## config.mk

```make
export PLATFORM = sky130hd
export DESIGN_NAME = stereo_linear_resampler_unit
export DESIGN_NICKNAME = d
export VERILOG_FILES = /design/src/rtl/slr_pkg.sv /design/src/rtl/stereo_linear_resampler_unit.sv /design/src/rtl/slr_datapath.sv /design/src/rtl/slr_ctrl.sv
export SDC_FILE = /design/constraint.sdc
export NUM_CORES = 2
export LEC_CHECK = 0
export BUFFER_PORTS_ARGS = -buffer_cell sky130_fd_sc_hd__buf_2
export CAP_MARGIN = 20
export CORE_UTILIZATION = 60
export DETAILED_ROUTE_END_ITERATION = 12
export PLACE_DENSITY = 0.8
export SETUP_SLACK_MARGIN = 0.05
export SLEW_MARGIN = 20
export SYNTH_ARGS = -nofsm -noshare
export SYNTH_HDL_FRONTEND = slang
export SYNTH_SLANG_ARGS = --single-unit
```

## constraint.sdc

```tcl
create_clock -name clk -period 16.8 [get_ports clk]
set_input_delay 3.36 -clock clk [delete_from_list [all_inputs] [get_ports clk]]
set_output_delay 3.36 -clock clk [all_outputs]
set_load 0.1 [all_outputs]
```

## src/rtl/slr_pkg.sv

```systemverilog
// Shared types and constants for the stereo linear resampler.
// No dependencies; imported by every module of the block.
package slr_pkg;

	localparam int SAMPLE_W  = 16;
	localparam int FRAC_BITS = 16;
	localparam int PHASE_W   = FRAC_BITS + 4;
	localparam int STEP_W    = 18;
	localparam int BLK_W     = 10;
	localparam int BUF_COUNT = 4;
	localparam int BUF_W     = 2;
	localparam int CFG_IDX_W = 2;
	localparam int CFG_W     = 18;
	localparam int PROD_W    = SAMPLE_W + FRAC_BITS + 2;
	localparam int NUM_W     = SAMPLE_W + FRAC_BITS + 3;

	localparam logic [PHASE_W-1:0] ONE_PHASE = PHASE_W'(1) << FRAC_BITS;
	localparam logic [STEP_W-1:0]  MIN_STEP  = STEP_W'(1) << (FRAC_BITS - 4);

	localparam logic [STEP_W-1:0] STEP_RST = STEP_W'(65536);
	localparam logic [BLK_W-1:0]  BLK_RST  = BLK_W'(800);

	// configuration register indexes
	localparam logic [CFG_IDX_W-1:0] REG_PHASE_STEP    = CFG_IDX_W'(0);
	localparam logic [CFG_IDX_W-1:0] REG_BLOCK_SAMPLES = CFG_IDX_W'(1);

	typedef struct packed {
		logic signed [SAMPLE_W-1:0] left_in;
		logic signed [SAMPLE_W-1:0] right_in;
		logic                       call_end;
	} in_item_t;

	typedef struct packed {
		logic signed [SAMPLE_W-1:0] left_out;
		logic signed [SAMPLE_W-1:0] right_out;
		logic                       block_end;
		logic [BUF_W-1:0]           buffer_number;
		logic                       run_last;
	} out_item_t;

	// controller -> datapath
	typedef struct packed {
		logic load_input;
		logic load_prod;
		logic emit_lerp;
		logic emit_hold;
		logic run_last;
		logic wrap_phase;
		logic clear_phase;
		logic commit;
	} dp_cmd_t;

	// datapath -> controller
	typedef struct packed {
		logic phase_in;       // phase < one sample
		logic next_in;        // phase + step < one sample
		logic next_twice_out; // phase + step >= two samples
		logic out_free;       // output register can take a result
	} dp_sts_t;

endpackage

```

## src/rtl/stereo_linear_resampler_unit.sv

```systemverilog
// Top level of the stereo linear-interpolation resampler.
// Depends on slr_pkg, slr_ctrl and slr_datapath.
//
//  channel  | handshake            | payload
//  ---------+----------------------+-------------------------------------------
//  input    | in_valid / in_stall  | in_data  (left_in, right_in, call_end)
//  output   | out_valid / out_stall| out_data (left_out, right_out, block_end,
//           |                      |           buffer_number, run_last)
//  config   | cfg_we               | cfg_index, cfg_data (no read-back)
//
// A pair that follows a stored previous pair runs accept, then a check and an issue
// step per interpolated output, a final check and the commit; the first pair of a
// transfer has no interpolation checks and runs accept, then commit.
// A call_end pair adds a hold step per held output and a final hold check.
// The split into check and issue steps per output is set by the
// registered multiplier stage ahead of the output register.
// Reset clears phase, block counter, buffer index and the previous-pair flag;
// the input side is stalled during reset and until ready_q is registered after it.
// Output stalls freeze the sequencer at the next result; the next input
// transaction is taken while the last result still waits in the output register.
module stereo_linear_resampler_unit import slr_pkg::*; (
	input  logic                 clk,
	input  logic                 arst_n,
	input  logic                 cfg_we,
	input  logic [CFG_IDX_W-1:0] cfg_index,
	input  logic [CFG_W-1:0]     cfg_data,
	input  logic                 in_valid,
	output logic                 in_stall,
	input  in_item_t             in_data,
	output logic                 out_valid,
	input  logic                 out_stall,
	output out_item_t            out_data
);

	dp_cmd_t cmd;
	dp_sts_t sts;

	// sequencer: one input at a time, one result per emit command
	slr_ctrl u_ctrl (
		.clk         (clk),
		.arst_n      (arst_n),
		.in_valid    (in_valid),
		.in_call_end (in_data.call_end),
		.in_stall    (in_stall),
		.cmd         (cmd),
		.sts         (sts)
	);

	// phase accumulator, two 17x17 multipliers, block counter, output register
	slr_datapath u_dp (
		.clk       (clk),
		.arst_n    (arst_n),
		.cfg_we    (cfg_we),
		.cfg_index (cfg_index),
		.cfg_data  (cfg_data),
		.in_data   (in_data),
		.cmd       (cmd),
		.sts       (sts),
		.out_valid (out_valid),
		.out_stall (out_stall),
		.out_data  (out_data)
	);

endmodule

```

## src/rtl/slr_datapath.sv

```systemverilog
// Datapath: config registers, sample store, phase, interpolation multipliers,
// block counter and output register. Depends on slr_pkg.
module slr_datapath import slr_pkg::*; (
	input  logic                 clk,
	input  logic                 arst_n,
	input  logic                 cfg_we,
	input  logic [CFG_IDX_W-1:0] cfg_index,
	input  logic [CFG_W-1:0]     cfg_data,
	input  in_item_t             in_data,
	input  dp_cmd_t              cmd,
	output dp_sts_t              sts,
	output logic                 out_valid,
	input  logic                 out_stall,
	output out_item_t            out_data
);

	logic [STEP_W-1:0]  phase_step_q;
	logic [BLK_W-1:0]   block_samples_q;
	logic [PHASE_W-1:0] phase_q;
	logic [BLK_W-1:0]   block_fill_q;
	logic [BUF_W-1:0]   cur_buf_q;
	logic               out_valid_q;
	out_item_t          out_q;

	logic signed [SAMPLE_W-1:0] cur_l_q, cur_r_q, prev_l_q, prev_r_q;
	logic signed [PROD_W-1:0]   prod_l_s1, prod_r_s1;

	logic [STEP_W-1:0]        step_eff;
	logic [PHASE_W-1:0]       phase_next;
	logic signed [SAMPLE_W:0] diff_l, diff_r;
	logic signed [FRAC_BITS:0] frac_s;
	logic signed [SAMPLE_W-1:0] lerp_l, lerp_r;
	logic [BLK_W-1:0]         blk_size;
	logic [BLK_W:0]           fill_inc;
	logic                     blk_end;
	logic                     emit;

	function automatic logic signed [SAMPLE_W-1:0] lerp_finish(
		input logic signed [SAMPLE_W-1:0] a,
		input logic signed [PROD_W-1:0]   prod
	);
		logic signed [NUM_W-1:0] num;
		logic signed [NUM_W-1:0] rnd;
		num = (NUM_W'(a) <<< FRAC_BITS) + NUM_W'(prod);
		// truncate toward zero: bias negatives before dropping the fraction
		rnd = num + (num[NUM_W-1] ? NUM_W'(ONE_PHASE - 1'b1) : NUM_W'(0));
		return rnd[FRAC_BITS+SAMPLE_W-1:FRAC_BITS];
	endfunction

	assign step_eff   = (phase_step_q < MIN_STEP) ? MIN_STEP : phase_step_q;
	assign phase_next = phase_q + PHASE_W'(step_eff);

	assign sts.phase_in       = phase_q < ONE_PHASE;
	assign sts.next_in        = phase_next < ONE_PHASE;
	assign sts.next_twice_out = phase_next >= (ONE_PHASE << 1);
	assign sts.out_free       = !out_valid_q || !out_stall;

	assign diff_l = (SAMPLE_W+1)'(cur_l_q) - (SAMPLE_W+1)'(prev_l_q);
	assign diff_r = (SAMPLE_W+1)'(cur_r_q) - (SAMPLE_W+1)'(prev_r_q);
	assign frac_s = $signed({1'b0, phase_q[FRAC_BITS-1:0]});

	assign lerp_l = lerp_finish(prev_l_q, prod_l_s1);
	assign lerp_r = lerp_finish(prev_r_q, prod_r_s1);

	assign blk_size = (block_samples_q == '0) ? BLK_W'(1) : block_samples_q;
	assign fill_inc = {1'b0, block_fill_q} + (BLK_W+1)'(1);
	assign blk_end  = fill_inc >= {1'b0, blk_size};
	assign emit     = cmd.emit_lerp || cmd.emit_hold;

	always_ff @(posedge clk or negedge arst_n) begin
		if (!arst_n) begin
			phase_step_q    <= STEP_RST;
			block_samples_q <= BLK_RST;
			phase_q         <= '0;
			block_fill_q    <= '0;
			cur_buf_q       <= '0;
			out_valid_q     <= 1'b0;
		end else begin
			if (cfg_we) begin
				case (cfg_index)
					REG_PHASE_STEP:    phase_step_q    <= cfg_data[STEP_W-1:0];
					REG_BLOCK_SAMPLES: block_samples_q <= cfg_data[BLK_W-1:0];
					default: ;
				endcase
			end
			if (cmd.clear_phase) begin
				phase_q <= '0;
			end else if (cmd.wrap_phase) begin
				phase_q <= phase_q - ONE_PHASE;
			end else if (emit) begin
				phase_q <= phase_next;
			end
			if (emit) begin
				out_valid_q <= 1'b1;
				if (blk_end) begin
					block_fill_q <= '0;
					cur_buf_q    <= (cur_buf_q == BUF_W'(BUF_COUNT - 1)) ? '0
						: cur_buf_q + BUF_W'(1);
				end else begin
					block_fill_q <= fill_inc[BLK_W-1:0];
				end
			end else if (!out_stall) begin
				out_valid_q <= 1'b0;
			end
		end
	end

	// payload registers
	always_ff @(posedge clk) begin
		if (cmd.load_input) begin
			cur_l_q <= in_data.left_in;
			cur_r_q <= in_data.right_in;
		end
		if (cmd.commit) begin
			prev_l_q <= cur_l_q;
			prev_r_q <= cur_r_q;
		end
		if (cmd.load_prod) begin
			prod_l_s1 <= diff_l * frac_s;
			prod_r_s1 <= diff_r * frac_s;
		end
		if (emit) begin
			out_q.left_out      <= cmd.emit_hold ? cur_l_q : lerp_l;
			out_q.right_out     <= cmd.emit_hold ? cur_r_q : lerp_r;
			out_q.block_end     <= blk_end;
			out_q.buffer_number <= cur_buf_q;
			out_q.run_last      <= cmd.run_last;
		end
	end

	assign out_valid = out_valid_q;
	assign out_data  = out_q;

endmodule

```

## src/rtl/slr_ctrl.sv

```systemverilog
// Controller: sequences input capture, interpolation and hold intervals,
// and the end-of-item commit. Depends on slr_pkg.
module slr_ctrl import slr_pkg::*; (
	input  logic    clk,
	input  logic    arst_n,
	input  logic    in_valid,
	input  logic    in_call_end,
	output logic    in_stall,
	output dp_cmd_t cmd,
	input  dp_sts_t sts
);

	typedef enum logic [2:0] {
		ST_IDLE,
		ST_LERP_CHK,
		ST_LERP_OUT,
		ST_HOLD,
		ST_FINISH
	} state_t;

	state_t state_q, state_d;
	logic   ready_q;
	logic   end_q;
	logic   have_prev_q;
	logic   accept;

	assign accept   = in_valid && ready_q;
	assign in_stall = !ready_q;

	always_comb begin
		state_d = state_q;
		cmd     = '0;
		case (state_q)
			ST_IDLE: begin
				if (accept) begin
					cmd.load_input = 1'b1;
					if (have_prev_q) begin
						state_d = ST_LERP_CHK;
					end else if (in_call_end) begin
						state_d = ST_HOLD;
					end else begin
						state_d = ST_FINISH;
					end
				end
			end
			ST_LERP_CHK: begin
				cmd.load_prod = 1'b1;
				if (sts.phase_in) begin
					state_d = ST_LERP_OUT;
				end else begin
					cmd.wrap_phase = 1'b1;
					state_d = end_q ? ST_HOLD : ST_FINISH;
				end
			end
			ST_LERP_OUT: begin
				if (sts.out_free) begin
					cmd.emit_lerp = 1'b1;
					// last unless more positions follow here or in the hold interval
					cmd.run_last  = !sts.next_in && !(end_q && !sts.next_twice_out);
					state_d       = ST_LERP_CHK;
				end
			end
			ST_HOLD: begin
				if (sts.phase_in) begin
					if (sts.out_free) begin
						cmd.emit_hold = 1'b1;
						cmd.run_last  = !sts.next_in;
					end
				end else begin
					state_d = ST_FINISH;
				end
			end
			ST_FINISH: begin
				cmd.commit      = 1'b1;
				cmd.clear_phase = end_q;
				state_d         = ST_IDLE;
			end
			default: begin
				state_d = ST_IDLE;
			end
		endcase
	end

	always_ff @(posedge clk or negedge arst_n) begin
		if (!arst_n) begin
			state_q     <= ST_IDLE;
			ready_q     <= 1'b0;
			end_q       <= 1'b0;
			have_prev_q <= 1'b0;
		end else begin
			state_q <= state_d;
			ready_q <= (state_d == ST_IDLE);
			if (accept) begin
				end_q <= in_call_end;
			end
			if (cmd.commit) begin
				have_prev_q <= !end_q;
			end
		end
	end

	a_emit_needs_room: assert property (@(posedge clk) disable iff (!arst_n)
		(cmd.emit_lerp || cmd.emit_hold) |-> sts.out_free)
		else $error("result issued while output register is occupied");

	a_one_action: assert property (@(posedge clk) disable iff (!arst_n)
		$onehot0({cmd.emit_lerp, cmd.emit_hold, cmd.wrap_phase, cmd.commit, cmd.load_input}))
		else $error("conflicting datapath commands");

	a_ready_only_idle: assert property (@(posedge clk) disable iff (!arst_n)
		ready_q |-> (state_q == ST_IDLE))
		else $error("input ready outside idle");

	a_lerp_in_range: assert property (@(posedge clk) disable iff (!arst_n)
		cmd.emit_lerp |-> sts.phase_in)
		else $error("interpolation at phase of one sample or more");

	a_accept_leaves_idle: assert property (@(posedge clk) disable iff (!arst_n)
		accept |=> !ready_q)
		else $error("ready held after input transaction");

endmodule
```

==> results by group <==
Synth
  – Yosys top cell area share: 31.51%
  – Mapped Area: between 30000 and 40000 um^2
  – Syn Inst Count: about 3700
  – Synth area leaders: fa_1 (32%), edfxtp_1 (14%), ha_1 (11%)
  – Warnings, synthesis: 0
  – Fraction of registers with async set/reset: 28.51%
  – Sequential-to-total area share from yosys stat: between 10% and 20%
  – Post-synth EDFFs: 168
  – Mapped Avg Cell Area: ~9.5 um^2
  – Syn_nets: around 4600
  – Yosys reg bits: 235
  – Main synth FF type: edfxtp_1
  – Synth unique cells: 85
  – Yosys top cell by area: fa_1

Final layout
  – Most frequent cells in the layout: inv_1 (779), fa_1 (551), nand2_1 (362), ha_1 (306), and2_1 (235)
  – Layout cells sized above 1: under 10%
  – Post-layout util: approximately two thirds
  – Post-layout instance area: 37360 um^2
  – Synth-to-layout area growth: 6.719%
  – Fillers: roughly 4600
  – Nets: approximately 4600
  – Most common cell after layout, fill and taps aside: inv_1

Die
  – I/O pin cnt: 96
  – Die ar.: 59320 um^2
  – Die X-Extent: about 240 um
  – Initial Utilization: 60.68%
  – CORE AREA: roughly 58000 um^2
  – FP Rows: 88
  – Die Span Y: 243.6 um

Routing
  – DR pass1 iterations: 7
  – Final wirelength: 81.80 mm
  – Initial DRC Count: approximately 1900
  – DRC viols: 0
  – Wire per inst: between 15 and 20 um
  – Routed Antenna Nets: 0
  – Via density: around 5.7
  – Via count: ~26000

Timing
  – Fmax: between 0.1 and 0.15 GHz
  – Worst-Margin Slew: 1138 ps
  – Setup TNS: 0 ps
  – RSZ-0062 raised after global routing: false
  – Final critical-path share of the clock period: between 50% and 60%
  – Setup Skew: 26.77 ps
  – Rel. slew slack: about a quarter
  – Pins Over Slew Limit: 0
  – Final hold viol count: 0
  – Period minus WS final: between 9000 and 10000 ps
  – Final Setup Violations: 0

Clock tree
  – CTS-repair resized insts: 0
  – Worst-path clk slew: about 70 ps
  – Post-CTS Setup Bufs: 0
  – Hold Buf Count CTS: 0
  – CTS tree: yes
  – CTS Sinks: ~240
  – H-tree Lvls: 1
  – Worst-Skew Late Latency: roughly 590 ps
  – Clock tree buffer depth: 3
  – Root buffer cell: clkbuf_16
  – Inserted Clock Buffers: 28

Hold path
  – Hold Path Class: reg -> reg

Placement
  – GP Congestion: 0.9102
  – Port bufs: between 90 and 100
  – Cell Area, Placed: about 36000 um^2
  – HPWL after DPL: 61.21 mm

Critical path
  – Crit end category: flip-flop
  – Worst path slowest cell: xnor2_2
  – CP Launch Type: flip-flop
  – CP most frequent cell: fa_1
  – CP Class: reg -> reg
  – CP max FO: 16
  – Worst EP arrival: slightly below 10000 ps
  – CP required: 17130 ps
  – CP peak stage delay: 820 ps

GRT
  – First-pass GRT wire length: approximately 140 mm
  – Initial antenna violation count: 0
  – Largest net degree at the start of global routing: ~70
  – Grt total ovfl: 0
  – All-Layer GR Usage: between 20% and 30%
  – Number of global-route vias before repair: 26997

Run
  – Max Cap Viol: 0

Status
  – Status: finished, final reports clean
flip-flops by register name (all words and copies together), names as in the netlist, 10 cells and up:
register / flops
u_dp.cur_r_q: 16
u_dp.prod_l_s1: 34
u_dp.phase_step_q: 18
u_dp.prev_r_q: 16
u_dp.out_data: 36
u_dp.block_samples_q: 10
u_dp.block_fill_q: 10
u_dp.prod_r_s1: 34
u_dp.cur_l_q: 16
u_dp.phase_q: 20
u_dp.prev_l_q: 16
logic make-up (layout without fill, tap and decap cells):
family	Yosys count	count (layout)	synth area share [%]
simple gates	1014	1014	14.54
buf+inv	907	970	9.771
fa+ha+maj	865	865	42.67
compound gates	446	446	8.302
flops	235	235	19.21
xor+xnor	179	179	4.478
mux	32	32	1.029
other cells	0	1	0
final cells by class:
class	instances	area [um^2]	share of cell area, %
diodes	1	2.502	0.006697
clock buffers	33	749.5	2.006
well taps	765	957.2	2.562
inverters	780	2928	7.836
repair buffers	138	798.3	2.136
multi-input cells	2536	24990	66.88
flip-flops and latches	235	6731	18.02
clock inverters	19	206.4	0.5525
worst paths after layout:
check	depth (start not counted)	slack, ps	from	to
setup / recovery	33	7220	u_dp.prev_r_q[0]	u_dp.prod_r_s1[33]
hold / removal	0	480	u_dp.cur_l_q[0]	u_dp.prev_l_q[0]
setup reg to reg	33	7220	u_dp.prev_r_q[0]	u_dp.prod_r_s1[33]
hold reg to reg	0	480	u_dp.cur_l_q[0]	u_dp.prev_l_q[0]
max in group asynchronous	2	13220	arst_n	u_dp.phase_q[10]
min in group asynchronous	2	2980	arst_n	u_dp.phase_step_q[14]
stage by stage:
| step | setup WS (ps) | hold WS, ps | cells |
|---|---|---|---|
| 2_1_floorplan | 8514 | 426.4 | 3678 |
| 3_3_place_gp | 7772 | 431.2 | 4454 |
| 3_5_place_dp | 7424 | 447.8 | 4454 |
| 4_1_cts | 7400 | 470.1 | 4506 |
| 5_1_grt | 6663 | 490.3 | 4506 |
| 6_report | 7217 | 475.5 | 4507 |
metal layers:
metal | routed length [um] | GRT usage (%) | vias to the layer above
met4 | 2334 | 9.099 | 0
li1 | - | - | 11644
met2 | 40200 | 48.50 | 987
met5 | 0 | 0 | -
met3 | 5690 | 3.173 | 178
met1 | 33570 | 38.72 | 12815
Yosys cell counts, types with 19 or more instances:
| cell | instances |
|---|---|
| a21o_1 | 62 |
| a21oi_1 | 140 |
| a31oi_1 | 19 |
| and2_1 | 235 |
| and3_1 | 19 |
| clkbuf_1 | 119 |
| dfrtp_1 | 63 |
| edfxtp_1 | 168 |
| fa_1 | 551 |
| ha_1 | 306 |
| inv_1 | 779 |
| mux2_2 | 32 |
| nand2_1 | 362 |
| nand2b_1 | 42 |
| nand3_1 | 58 |
| nor2_1 | 122 |
| nor2b_1 | 68 |
| nor3_1 | 31 |
| o21a_1 | 19 |
| o21ai_0 | 76 |
| xnor2_1 | 134 |
| xor2_1 | 45 |
critical path, delay by kind of cell, from the launching register on:
kind                     cells  cell delay, ps
adder cells (fa/ha/maj)      9            3800
AO/OA/AOI/OAI               12            2700
AND/OR/NAND/NOR              6            1220
XOR/XNOR                     2             910
flip-flops                   1             420
buffers and inverters        4             240
Power is not shown: default switching activity piles up to over one toggle a cycle in this logic, so the estimate is an artifact.
